**src/sv/bpfl_pkg.sv**
```systemverilog
// bpfl_pkg: shared types and constants of the buffer pool free list manager
package bpfl_pkg;

   // fixed field widths of the item and register interfaces
   localparam int TOKEN_W      = 9;
   localparam int COUNT_W      = 9;
   localparam int LEN_W        = 16;
   localparam int ADDR_FIELD_W = 48;
   localparam int CSR_ADDR_W   = 5;
   localparam int CSR_DATA_W   = 64;

   // register reset values
   localparam logic [COUNT_W-1:0]      BUFFER_COUNT_RESET  = 9'd256;
   localparam logic [LEN_W-1:0]        BUFFER_LENGTH_RESET = 16'd2048;
   localparam logic [LEN_W-1:0]        HEADER_LENGTH_RESET = 16'd0;
   localparam logic [ADDR_FIELD_W-1:0] POOL_BASE_RESET     = 48'd0;

   // operation codes of an input item
   typedef enum logic [1:0] {
      OP_ALLOC  = 2'd0,
      OP_FREE   = 2'd1,
      OP_LOOKUP = 2'd2,
      OP_INIT   = 2'd3
   } op_type;

   // result status codes
   typedef enum logic [1:0] {
      ST_OK        = 2'd0,
      ST_EMPTY     = 2'd1,
      ST_RANGE     = 2'd2,
      ST_NOT_ALLOC = 2'd3
   } status_type;

   // register indexes, byte address is 8 times the index
   typedef enum logic [1:0] {
      REG_BUFFER_COUNT  = 2'd0,
      REG_BUFFER_LENGTH = 2'd1,
      REG_HEADER_LENGTH = 2'd2,
      REG_POOL_BASE     = 2'd3
   } reg_type;

   // where a popped token comes from
   typedef enum logic [1:0] {
      POP_MEM     = 2'd0,
      POP_DEFAULT = 2'd1,
      POP_BYPASS  = 2'd2
   } pop_src_type;

   // live configuration
   typedef struct packed {
      logic [COUNT_W-1:0]      buffer_count;
      logic [LEN_W-1:0]        buffer_length;
      logic [LEN_W-1:0]        header_length;
      logic [ADDR_FIELD_W-1:0] pool_base;
   } cfg_type;

endpackage

```
**src/sv/bpfl_csr.sv**
```systemverilog
// bpfl_csr: configuration registers behind the register port
module bpfl_csr (
   input  logic                                clock,
   input  logic                                reset,
   input  logic                                psel,
   input  logic                                penable,
   input  logic                                pwrite,
   input  logic [bpfl_pkg::CSR_ADDR_W-1:0]     paddr,
   input  logic [bpfl_pkg::CSR_DATA_W-1:0]     pwdata,
   output logic [bpfl_pkg::CSR_DATA_W-1:0]     prdata,
   output logic                                pready,
   output bpfl_pkg::cfg_type                   cfg
);

   localparam int CW  = bpfl_pkg::COUNT_W;
   localparam int LW  = bpfl_pkg::LEN_W;
   localparam int AFW = bpfl_pkg::ADDR_FIELD_W;
   localparam int DW  = bpfl_pkg::CSR_DATA_W;

   bpfl_pkg::cfg_type  cfg_ff;
   bpfl_pkg::cfg_type  cfg_in;
   bpfl_pkg::reg_type  reg_sel;
   logic               wr_en;

   // register select from the 8-byte aligned address
   assign reg_sel = bpfl_pkg::reg_type'(paddr[bpfl_pkg::CSR_ADDR_W-1:3]);
   assign wr_en   = psel && penable && pwrite;
   assign pready  = 1'b1;
   assign cfg     = cfg_ff;

   // write decode
   always_comb begin
      cfg_in = cfg_ff;
      if (wr_en) begin
         case (reg_sel)
            bpfl_pkg::REG_BUFFER_COUNT:  cfg_in.buffer_count  = pwdata[CW-1:0];
            bpfl_pkg::REG_BUFFER_LENGTH: cfg_in.buffer_length = pwdata[LW-1:0];
            bpfl_pkg::REG_HEADER_LENGTH: cfg_in.header_length = pwdata[LW-1:0];
            bpfl_pkg::REG_POOL_BASE:     cfg_in.pool_base     = pwdata[AFW-1:0];
            default: ;
         endcase
      end
   end

   // read mux
   always_comb begin
      case (reg_sel)
         bpfl_pkg::REG_BUFFER_COUNT:  prdata = DW'(cfg_ff.buffer_count);
         bpfl_pkg::REG_BUFFER_LENGTH: prdata = DW'(cfg_ff.buffer_length);
         bpfl_pkg::REG_HEADER_LENGTH: prdata = DW'(cfg_ff.header_length);
         bpfl_pkg::REG_POOL_BASE:     prdata = DW'(cfg_ff.pool_base);
         default:                     prdata = '0;
      endcase
   end

   // register bank
   always_ff @(posedge clock) begin
      if (reset) begin
         cfg_ff.buffer_count  <= bpfl_pkg::BUFFER_COUNT_RESET;
         cfg_ff.buffer_length <= bpfl_pkg::BUFFER_LENGTH_RESET;
         cfg_ff.header_length <= bpfl_pkg::HEADER_LENGTH_RESET;
         cfg_ff.pool_base     <= bpfl_pkg::POOL_BASE_RESET;
      end else begin
         cfg_ff <= cfg_in;
      end
   end

endmodule

```
**src/sv/buffer_pool_free_list_manager.sv**
```systemverilog
// buffer_pool_free_list_manager: top level of the buffer token allocator
//
//   port group  | direction | transfers
//   req_*       | in        | one operation item: op, token
//   rsp_*       | out       | one result item per operation
//   psel etc.   | in/out    | register writes and reads, 64-bit data
//
// one item per cycle unless held by the flag sweep, an init item or rsp_ready low;
// a result passes the operate stage with the stack and flag memory reads, the
// multiply stage and the address add into the result register; the single read port of each
// memory is used once per item, at the edge that takes it
// after reset req_ready stays low while the allocation flags are swept
// clear; an init item keeps it low from when it is taken, through its own
// operate stage and then the sweep
// rsp_ready low holds the result; the stages behind it keep filling
module buffer_pool_free_list_manager #(
   parameter int NUM_BUFFERS   = 256,
   parameter int ADDRESS_WIDTH = 48
) (
   input  logic                                clock,
   input  logic                                reset,
   // operation items
   input  logic                                req_valid,
   output logic                                req_ready,
   input  logic [1:0]                          req_op,
   input  logic [bpfl_pkg::TOKEN_W-1:0]        req_token,
   // result items
   output logic                                rsp_valid,
   input  logic                                rsp_ready,
   output logic [1:0]                          rsp_status,
   output logic [bpfl_pkg::TOKEN_W-1:0]        rsp_token_out,
   output logic [bpfl_pkg::ADDR_FIELD_W-1:0]   rsp_header_address,
   output logic [bpfl_pkg::ADDR_FIELD_W-1:0]   rsp_data_address,
   output logic [bpfl_pkg::LEN_W-1:0]          rsp_data_length,
   output logic [bpfl_pkg::COUNT_W-1:0]        rsp_free_count,
   // register port
   input  logic                                psel,
   input  logic                                penable,
   input  logic                                pwrite,
   input  logic [bpfl_pkg::CSR_ADDR_W-1:0]     paddr,
   input  logic [bpfl_pkg::CSR_DATA_W-1:0]     pwdata,
   output logic [bpfl_pkg::CSR_DATA_W-1:0]     prdata,
   output logic                                pready
);

   localparam int IDXW  = $clog2(NUM_BUFFERS);
   localparam int LVLW  = $clog2(NUM_BUFFERS + 1);
   localparam int CW    = bpfl_pkg::COUNT_W;
   localparam int TW    = bpfl_pkg::TOKEN_W;
   localparam int LW    = bpfl_pkg::LEN_W;
   localparam int AFW   = bpfl_pkg::ADDR_FIELD_W;
   localparam int AW    = ADDRESS_WIDTH;
   localparam int CNTW  = (LVLW > CW) ? LVLW : CW;
   localparam int PRODW = IDXW + LW;
   localparam int RESET_COUNT = (NUM_BUFFERS < int'(bpfl_pkg::BUFFER_COUNT_RESET)) ?
                                NUM_BUFFERS : int'(bpfl_pkg::BUFFER_COUNT_RESET);
   localparam logic [CNTW-1:0] NUM_C     = CNTW'(NUM_BUFFERS);
   localparam logic [LVLW-1:0] NUM_L     = LVLW'(NUM_BUFFERS);
   localparam logic [LVLW-1:0] RST_LVL   = LVLW'(RESET_COUNT);
   localparam logic [IDXW-1:0] LAST_IDX  = IDXW'(NUM_BUFFERS - 1);

   bpfl_pkg::cfg_type cfg;

   // register bank
   bpfl_csr u_csr (
      .clock   (clock),
      .reset   (reset),
      .psel    (psel),
      .penable (penable),
      .pwrite  (pwrite),
      .paddr   (paddr),
      .pwdata  (pwdata),
      .prdata  (prdata),
      .pready  (pready),
      .cfg     (cfg)
   );

   // pool state
   logic [LVLW-1:0]   level_ff, level_in;
   logic [LVLW-1:0]   lowmark_ff, lowmark_in;
   logic              clear_ff, clear_in;
   logic [IDXW-1:0]   clr_idx_ff, clr_idx_in;

   // memories
   logic [CNTW-1:0]   stack_mem [NUM_BUFFERS];
   logic              flag_mem  [NUM_BUFFERS];
   logic [CNTW-1:0]   stack_rd_ff;
   logic              flag_rd_ff;

   // operate stage
   logic                      s1_valid_ff, s1_valid_in;
   bpfl_pkg::op_type          s1_op_ff;
   logic [TW-1:0]             s1_token_ff;
   bpfl_pkg::pop_src_type     s1_pop_src_ff, pop_src_in;
   logic [CNTW-1:0]           s1_alt_tok_ff, alt_tok_in;
   logic                      s1_flag_fwd_ff, flag_fwd_in;
   logic                      s1_flag_fwd_val_ff;

   // multiply stage
   logic                      s2_valid_ff, s2_valid_in;
   bpfl_pkg::status_type      s2_status_ff;
   logic [CNTW-1:0]           s2_tok_ff;
   logic                      s2_ok_ff;
   logic [CW-1:0]             s2_fcnt_ff;

   // address stage
   logic                      s3_valid_ff, s3_valid_in;
   bpfl_pkg::status_type      s3_status_ff;
   logic [TW-1:0]             s3_tok_ff;
   logic                      s3_ok_ff;
   logic [CW-1:0]             s3_fcnt_ff;
   logic [PRODW-1:0]          s3_prod_ff;

   // result register
   logic                      rsp_valid_ff, rsp_valid_in;
   bpfl_pkg::status_type      rsp_status_ff;
   logic [TW-1:0]             rsp_token_ff;
   logic [AFW-1:0]            rsp_head_ff, rsp_data_ff;
   logic [LW-1:0]             rsp_len_ff;
   logic [CW-1:0]             rsp_fcnt_ff;

   // flow control
   logic rsp_load_ok, s3_free, s2_free, s1_free, commit, accept;

   assign rsp_load_ok = !rsp_valid_ff || rsp_ready;
   assign s3_free     = !s3_valid_ff || rsp_load_ok;
   assign s2_free     = !s2_valid_ff || s3_free;
   assign s1_free     = !s1_valid_ff || s2_free;
   assign commit      = s1_valid_ff && s2_free;
   assign req_ready   = s1_free && !clear_ff &&
                        !(s1_valid_ff && (s1_op_ff == bpfl_pkg::OP_INIT));
   assign accept      = req_valid && req_ready;

   // operate stage decision
   logic [CNTW-1:0]        count_c, tok_c, pop_tok;
   logic                   in_range, flag_cur;
   bpfl_pkg::status_type   res_status;
   logic [CNTW-1:0]        res_tok;
   logic                   res_ok, init_go;
   logic [LVLW-1:0]        lvl_calc, low_calc;
   logic                   stk_we, flg_we, flg_wd;
   logic [IDXW-1:0]        stk_wa, flg_wa;
   logic [CNTW-1:0]        stk_wd;

   always_comb begin
      count_c    = (CNTW'(cfg.buffer_count) > NUM_C) ? NUM_C : CNTW'(cfg.buffer_count);
      tok_c      = CNTW'(s1_token_ff);
      in_range   = (tok_c != '0) && (tok_c <= count_c);
      pop_tok    = (s1_pop_src_ff == bpfl_pkg::POP_MEM) ? stack_rd_ff : s1_alt_tok_ff;
      flag_cur   = s1_flag_fwd_ff ? s1_flag_fwd_val_ff : flag_rd_ff;
      res_status = bpfl_pkg::ST_OK;
      res_tok    = '0;
      res_ok     = 1'b0;
      init_go    = 1'b0;
      lvl_calc   = level_ff;
      low_calc   = lowmark_ff;
      stk_we     = 1'b0;
      stk_wa     = IDXW'(level_ff);
      stk_wd     = tok_c;
      flg_we     = 1'b0;
      flg_wa     = IDXW'(tok_c - 1'b1);
      flg_wd     = 1'b0;
      case (s1_op_ff)
         bpfl_pkg::OP_ALLOC: begin
            if (level_ff == '0) begin
               res_status = bpfl_pkg::ST_EMPTY;
            end else begin
               lvl_calc = level_ff - 1'b1;
               res_tok  = pop_tok;
               res_ok   = 1'b1;
               flg_we   = 1'b1;
               flg_wa   = IDXW'(pop_tok - 1'b1);
               flg_wd   = 1'b1;
            end
         end
         bpfl_pkg::OP_FREE: begin
            if (!in_range) begin
               res_status = bpfl_pkg::ST_RANGE;
            end else if (!flag_cur || (level_ff == NUM_L)) begin
               res_status = bpfl_pkg::ST_NOT_ALLOC;
            end else begin
               flg_we   = 1'b1;
               stk_we   = 1'b1;
               lvl_calc = level_ff + 1'b1;
               if (level_ff < lowmark_ff) begin
                  low_calc = level_ff;
               end
               res_tok  = tok_c;
               res_ok   = 1'b1;
            end
         end
         bpfl_pkg::OP_LOOKUP: begin
            if (!in_range) begin
               res_status = bpfl_pkg::ST_RANGE;
            end else begin
               res_tok = tok_c;
               res_ok  = 1'b1;
            end
         end
         bpfl_pkg::OP_INIT: begin
            lvl_calc = LVLW'(count_c);
            low_calc = NUM_L;
            init_go  = 1'b1;
         end
         default: ;
      endcase
   end

   // next pool state and read setup for the item being taken
   logic [LVLW-1:0] lvl_m1;
   logic [IDXW-1:0] stk_ra, req_idx;

   always_comb begin
      level_in   = commit ? lvl_calc : level_ff;
      lowmark_in = commit ? low_calc : lowmark_ff;
      lvl_m1     = level_in - 1'b1;
      stk_ra     = IDXW'(lvl_m1);
      req_idx    = IDXW'(CNTW'(req_token) - 1'b1);
      // a push this edge lands exactly where the next pop reads
      if (commit && stk_we) begin
         pop_src_in = bpfl_pkg::POP_BYPASS;
      end else if (lvl_m1 < lowmark_in) begin
         pop_src_in = bpfl_pkg::POP_DEFAULT;
      end else begin
         pop_src_in = bpfl_pkg::POP_MEM;
      end
      alt_tok_in  = (commit && stk_we) ? tok_c : CNTW'(level_in);
      flag_fwd_in = commit && flg_we && (flg_wa == req_idx);
   end

   // flag clearing sweep
   always_comb begin
      clear_in   = clear_ff;
      clr_idx_in = clr_idx_ff;
      if (clear_ff) begin
         clr_idx_in = clr_idx_ff + 1'b1;
         if (clr_idx_ff == LAST_IDX) begin
            clear_in = 1'b0;
         end
      end else if (commit && init_go) begin
         clear_in   = 1'b1;
         clr_idx_in = '0;
      end
   end

   // stack memory
   always_ff @(posedge clock) begin
      if (commit && stk_we) begin
         stack_mem[stk_wa] <= stk_wd;
      end
      if (accept) begin
         stack_rd_ff <= stack_mem[stk_ra];
      end
   end

   // allocation flag memory
   always_ff @(posedge clock) begin
      if (clear_ff) begin
         flag_mem[clr_idx_ff] <= 1'b0;
      end else if (commit && flg_we) begin
         flag_mem[flg_wa] <= flg_wd;
      end
      if (accept) begin
         flag_rd_ff <= flag_mem[req_idx];
      end
   end

   // stage valids
   always_comb begin
      s1_valid_in  = s1_free ? accept : s1_valid_ff;
      s2_valid_in  = s2_free ? commit : s2_valid_ff;
      s3_valid_in  = s3_free ? s2_valid_ff : s3_valid_ff;
      rsp_valid_in = rsp_load_ok ? s3_valid_ff : rsp_valid_ff;
   end

   // control registers
   always_ff @(posedge clock) begin
      if (reset) begin
         level_ff     <= RST_LVL;
         lowmark_ff   <= NUM_L;
         clear_ff     <= 1'b1;
         clr_idx_ff   <= '0;
         s1_valid_ff  <= 1'b0;
         s2_valid_ff  <= 1'b0;
         s3_valid_ff  <= 1'b0;
         rsp_valid_ff <= 1'b0;
      end else begin
         level_ff     <= level_in;
         lowmark_ff   <= lowmark_in;
         clear_ff     <= clear_in;
         clr_idx_ff   <= clr_idx_in;
         s1_valid_ff  <= s1_valid_in;
         s2_valid_ff  <= s2_valid_in;
         s3_valid_ff  <= s3_valid_in;
         rsp_valid_ff <= rsp_valid_in;
      end
   end

   // operate stage payload
   always_ff @(posedge clock) begin
      if (accept) begin
         s1_op_ff           <= bpfl_pkg::op_type'(req_op);
         s1_token_ff        <= req_token;
         s1_pop_src_ff      <= pop_src_in;
         s1_alt_tok_ff      <= alt_tok_in;
         s1_flag_fwd_ff     <= flag_fwd_in;
         s1_flag_fwd_val_ff <= flg_wd;
      end
   end

   // multiply stage payload
   always_ff @(posedge clock) begin
      if (commit) begin
         s2_status_ff <= res_status;
         s2_tok_ff    <= res_tok;
         s2_ok_ff     <= res_ok;
         s2_fcnt_ff   <= CW'(lvl_calc);
      end
   end

   // buffer offset from the token
   logic [IDXW-1:0]  tok_idx;
   logic [PRODW-1:0] prod_c;

   assign tok_idx = IDXW'(s2_tok_ff - 1'b1);
   assign prod_c  = PRODW'(tok_idx) * PRODW'(cfg.buffer_length);

   always_ff @(posedge clock) begin
      if (s2_valid_ff && s3_free) begin
         s3_status_ff <= s2_status_ff;
         s3_tok_ff    <= TW'(s2_tok_ff);
         s3_ok_ff     <= s2_ok_ff;
         s3_fcnt_ff   <= s2_fcnt_ff;
         s3_prod_ff   <= prod_c;
      end
   end

   // header and data addresses, wrapped to the address width
   logic [AW-1:0] head_c, data_c;
   logic [LW-1:0] len_c;

   always_comb begin
      head_c = AW'(cfg.pool_base) + AW'(s3_prod_ff);
      data_c = AW'(cfg.pool_base) + AW'(s3_prod_ff) + AW'(cfg.header_length);
      len_c  = (cfg.header_length > cfg.buffer_length) ? '0 :
               cfg.buffer_length - cfg.header_length;
   end

   always_ff @(posedge clock) begin
      if (s3_valid_ff && rsp_load_ok) begin
         rsp_status_ff <= s3_status_ff;
         rsp_token_ff  <= s3_ok_ff ? s3_tok_ff : '0;
         rsp_head_ff   <= s3_ok_ff ? AFW'(head_c) : '0;
         rsp_data_ff   <= s3_ok_ff ? AFW'(data_c) : '0;
         rsp_len_ff    <= s3_ok_ff ? len_c : '0;
         rsp_fcnt_ff   <= s3_fcnt_ff;
      end
   end

   // result ports
   assign rsp_valid          = rsp_valid_ff;
   assign rsp_status         = rsp_status_ff;
   assign rsp_token_out      = rsp_token_ff;
   assign rsp_header_address = rsp_head_ff;
   assign rsp_data_address   = rsp_data_ff;
   assign rsp_data_length    = rsp_len_ff;
   assign rsp_free_count     = rsp_fcnt_ff;

endmodule

```
**config.mk**
```make
export PLATFORM = sky130hd
export DESIGN_NAME = buffer_pool_free_list_manager
export DESIGN_NICKNAME = d
export VERILOG_FILES = /design/src/sv/bpfl_pkg.sv /design/src/sv/bpfl_csr.sv /design/src/sv/buffer_pool_free_list_manager.sv
export SDC_FILE = /design/constraint.sdc
export NUM_CORES = 2
export LEC_CHECK = 0
export BUFFER_PORTS_ARGS = -buffer_cell sky130_fd_sc_hd__buf_4
export CAP_MARGIN = 10
export CORE_ASPECT_RATIO = 1.5
export CORE_UTILIZATION = 25
export DETAILED_ROUTE_END_ITERATION = 12
export GPL_TIMING_DRIVEN = 1
export PLACE_DENSITY = 0.49
export SYNTH_ARGS = -nofsm -noshare
export SYNTH_HDL_FRONTEND = slang
export SYNTH_SLANG_ARGS = --single-unit
```
**constraint.sdc**
```tcl
create_clock -name clock -period 29.8 [get_ports clock]
set_input_delay 1.49 -clock clock [delete_from_list [all_inputs] [get_ports clock]]
set_output_delay 1.49 -clock clock [all_outputs]
set_load 0.01 [all_outputs]
```
==> results.md <==
- The flow ran to the end, and the final reports show no timing, DRC or antenna violations.
- The number of cells traversed by the worst register-to-register path is 21.
- The start point of the worst hold path is s3_fcnt_ff[8].
- The worst hold path depth is 0.
- The post-detailed-route via-to-cell ratio is 4.79.
- The number of max-slew violations in the final report was 0.
- The initial antenna violation count is 6.
- Summed over all cells, the static leakage comes to 45.6 nW.
- The dominant cell by count in the synthesized netlist is sky130_fd_sc_hd__edfxtp_1.
- The hold violation total from the final report is 0.
- The part of the Yosys area used for sequential elements is 0.683.
- In this design, the largest share of critical-path delay is due to buffers and inverters.
- Averaged over all synthesized cells, the footprint is 15.6 µm².
- Hold is met by 418 ps.
- The critical path class is register to register.
- The first-iteration detailed-routing DRC count is 6,390.
- Counting along the longest clock path gives a buffer depth of 4.
- During I/O placement, the number of pins put on the boundary was 286.
- The actual transition at the worst max-transition pin is 1320 ps.
- The critical path capture point type is a register.
- The largest single stage delay on the critical path is 1050 ps.
- Setup repair after global routing left no endpoint under its margin.
- The cell area after synthesis is 126,000 µm².
- The post-detailed-route wirelength per cell is 24.5 µm.
- The most numerous cell on the critical path is sky130_fd_sc_hd__buf_4.
- The worst-case headroom to the max-slew limit is 0.119.
- The first global-routing pass estimated 530 mm of wire.
- The number of filler cells placed in the layout is 50,015.
- The total iterations of the first detailed-routing run is 8.
- The synthesis warning total is 0.
- The shortest period the worst path allows is 10,530 ps.
- The number of remaining DRC errors is 0.
- The worst setup skew after layout is 45.9 ps.
- After technology mapping, the gate count stands at 8,091.
- STA classifies the critical path startpoint as a register.
- Tracing the worst setup path back leads to its startpoint at s1_token_ff[4].
- At the worst endpoint, the required time is 30,520 ps.
- The fraction of the cycle the final worst path needs is 0.353.
- The placed instance count is 14,574.
- The critical path runs through a total of 21 cells.
- The routed design has 370 mm of wire.
- The row count is 319.
- The signal on the critical path passes through ha_1, a21oi_1, o21ai_0, a2111oi_4, o21a_1, a21o_1, buf_4, nand2_8, inv_2, ha_4, inv_8, buf_4, buf_4, buf_4, buf_4, mux4_2, mux2i_1, a22o_1, o41ai_1, nand4_1, nor3_1.
- The number of instances resized during post-cts repair is 0.
- The worst hold path belongs to the class register to register.
- The synthesized design contains 2,792 enable-type register cells.
- The post-route total power is 8.19 mW.
- The total number of nets in the final design is 8,598.
- The number of unique standard cell types used by synthesis is 103.
- The total of buffers placed on input and output ports is 249.
- Together, buffers and inverters on the worst path number 7.
- Counting flops with an async set or reset pin after synthesis yields a share of 0.
- After clock tree synthesis, the clock-pin slew on the worst setup and hold paths is 70 ps.
- The TritonCTS clock tree is yes.
- Ranked by total cell area, the synthesized netlist is headed by sky130_fd_sc_hd__edfxtp_1 (66%), sky130_fd_sc_hd__mux4_2 (11%), sky130_fd_sc_hd__nand2_1 (2.3%).
- The fraction of final layout cells with drive strength greater than 1 is 0.178.
- The cell area after placement is 136,000 µm².
- For this design, the sink count on the clock tree is 2,912.
- The insertion delay to the later sink of the worst-skew pair is 900 ps.
- The most common flop cell mapped by yosys is sky130_fd_sc_hd__edfxtp_1.
- From synthesis to final layout, the design area changed by 14.8%.
- In the global route stage, overall resource usage came out at 0.141.
- The die covers 508,000 µm².
- Setup violations remaining at the end of the flow were counted as 0.
- The final route contains 72,331 vias.
- Timing would allow up to 0.0949 GHz.
- The estimated wirelength of the detail-placed design is 234 mm.
- The die is 582 µm wide.
- The number of global-route vias before repair is 74,956.
- The worst register-to-register path begins at s1_token_ff[4].
- The core region area is 503,000 µm².
- Clock tree synthesis selected as its root buffer the cell sky130_fd_sc_hd__clkbuf_16.
- Post-CTS timing repair inserted 0 buffers for setup.
- VDD sags by at most 0.0369 mV.
- Entering global routing, the biggest net connects 194 pins.
- After synthesis, the most frequently instantiated cells are sky130_fd_sc_hd__edfxtp_1 (2,792), sky130_fd_sc_hd__nand2_1 (762), sky130_fd_sc_hd__nor2_1 (761).
- The congestion estimate from routability-driven global placement came to 0.871.
- The effective utilization at floorplan is 0.251.
- Summed over all layers, the global routing overflow is 0.
- The final standard cell count with taps included and fillers excluded is 15,094.
- In this run the power density over the cells is 56.5 nW/µm².
- Buffers inserted to repair hold after CTS numbered 0.
- The detail route stage leaves a number of antenna-violating nets equal to 0.
- For this design, the slowest cell found on the critical path is sky130_fd_sc_hd__edfxtp_1.
- Adding up every negative setup slack in the final design gives 0 ps.
- CTS built an H-tree with a depth of 5.
- The finished cells cover 145,000 µm².
- Across the run, the number of max-cap violations was 0.
- Synthesis inferred 2,912 register bits.
- In this run the worst path has a maximum fanout of 54.
- The die is 872 µm tall.
- The number of clock buffers added by TritonCTS is 292.
- At the worst endpoint, the arrival time is 11,250 ps.
- The area fraction of the dominant cell type after synthesis is 0.664.
- The internal reg-to-reg setup slack is 19,270 ps.
- The post-synthesis cell type with the largest combined area is sky130_fd_sc_hd__edfxtp_1.
layout by cell type, fill, tap and decap left out, types with 22 or more instances in the layout:
master                      synthesis  layout
sky130_fd_sc_hd__a211oi_1          36      36
sky130_fd_sc_hd__a21boi_0          24      23
sky130_fd_sc_hd__a21o_1            40      40
sky130_fd_sc_hd__a21oi_1          210     208
sky130_fd_sc_hd__a31oi_1           88      88
sky130_fd_sc_hd__a32oi_1           30      30
sky130_fd_sc_hd__and2_1           115     114
sky130_fd_sc_hd__and3_1            95      94
sky130_fd_sc_hd__buf_4             56     384
sky130_fd_sc_hd__bufinv_16          0      22
sky130_fd_sc_hd__clkbuf_1         327      53
sky130_fd_sc_hd__clkbuf_16          0     298
sky130_fd_sc_hd__clkinv_1           0      51
sky130_fd_sc_hd__clkinv_2           0      46
sky130_fd_sc_hd__dfxtp_1          120     120
sky130_fd_sc_hd__edfxtp_1        2792    2792
sky130_fd_sc_hd__fa_1              87      87
sky130_fd_sc_hd__ha_1             136     134
sky130_fd_sc_hd__inv_1            187     184
sky130_fd_sc_hd__mux2i_1          102     102
sky130_fd_sc_hd__mux4_2           591     591
sky130_fd_sc_hd__nand2_1          762     760
sky130_fd_sc_hd__nand2b_1          44      44
sky130_fd_sc_hd__nand3_1          163     154
sky130_fd_sc_hd__nand4_1           27      27
sky130_fd_sc_hd__nor2_1           761     758
sky130_fd_sc_hd__nor2b_1           84      83
sky130_fd_sc_hd__nor3_1            91      86
sky130_fd_sc_hd__nor4_1            28      28
sky130_fd_sc_hd__o211ai_1          51      51
sky130_fd_sc_hd__o21a_1            33      33
sky130_fd_sc_hd__o21ai_0          263     263
sky130_fd_sc_hd__o221ai_1          27      27
sky130_fd_sc_hd__o22ai_1           43      42
sky130_fd_sc_hd__or3_1             77      77
sky130_fd_sc_hd__xnor2_1           92      90
sky130_fd_sc_hd__xor2_1            41      41
cells by family (layout without fill, tap and decap cells):
family / count (synthesis) / in the layout / synth area share
fa+ha+maj: 224 / 224 / 0.0273
flops: 2912 / 2912 / 0.683
compound gates: 1078 / 1078 / 0.0570
simple gates: 2332 / 2332 / 0.0842
xor+xnor: 134 / 134 / 0.00935
mux: 713 / 713 / 0.115
other cells: 2 / 22 / 0.0000595
buf+inv: 696 / 1099 / 0.0237
metrics by stage:
| step | setup slack [ps] | util |
|---|---|---|
| global placement | 19390 | 0.270 |
| CTS | 19150 | 0.288 |
| global route | 18990 | 0.288 |
| detailed placement | 19200 | 0.270 |
| finish | 19270 | 0.288 |
| floorplan | 16140 | - |
metal layers:
layer | share of wire | track usage | vias to the layer above
met4 | 0.049 | 0.0652 | 0
met3 | 0.053 | 0.0197 | 647
met5 | 0 | 0 | -
li1 | - | - | 31623
met1 | 0.37 | 0.161 | 37588
met2 | 0.53 | 0.261 | 2473
cell type report:
cell class	instances	area (µm²)	area share
sequential	2912	86200	0.595
inverter	189	724	0.00500
clock buffer	353	7680	0.0530
multi-input combinational	4498	37400	0.258
tap	6580	8230	0.0568
clock inverter	162	1650	0.0114
antenna	5	12.5	0.0000863
timing repair buffer	395	3100	0.0214
sequential cells by signal, indices dropped and copies added (netlist names), 16 cells and up:
name                count
flag_mem              256
rsp_data_address       48
rsp_data_length        16
rsp_header_address     48
s3_prod_ff             24
stack_mem            2304
u_csr.cfg              89
worst paths after layout:
kind	endpoint
max	stack_rd_ff[2]
min	rsp_free_count[8]
max reg2reg	stack_rd_ff[2]
min reg2reg	rsp_free_count[8]
where the power goes:
group          leakage (nW)  internal, mW  switching (mW)
Combinational          15.0        0.0430          0.0604
Clock                  4.54          2.05            1.61
Sequential             26.0          4.42         0.00397
worst reg2reg max path, cell delays in order, from the launching register on:
cell                        delay (ps)
sky130_fd_sc_hd__edfxtp_1         1050
sky130_fd_sc_hd__ha_1              420
sky130_fd_sc_hd__a21oi_1           140
sky130_fd_sc_hd__o21ai_0           220
sky130_fd_sc_hd__a2111oi_4         670
sky130_fd_sc_hd__o21a_1            340
sky130_fd_sc_hd__a21o_1            150
sky130_fd_sc_hd__buf_4             550
sky130_fd_sc_hd__nand2_8           490
sky130_fd_sc_hd__inv_2             410
sky130_fd_sc_hd__ha_4              440
sky130_fd_sc_hd__inv_8             430
sky130_fd_sc_hd__buf_4             640
sky130_fd_sc_hd__buf_4             730
sky130_fd_sc_hd__buf_4             690
sky130_fd_sc_hd__buf_4             550
sky130_fd_sc_hd__mux4_2            300
sky130_fd_sc_hd__mux2i_1           120
sky130_fd_sc_hd__a22o_1            330
sky130_fd_sc_hd__o41ai_1          1030
sky130_fd_sc_hd__nand4_1           370
sky130_fd_sc_hd__nor3_1            290
Note: power is estimated with default switching activity, not from simulation.
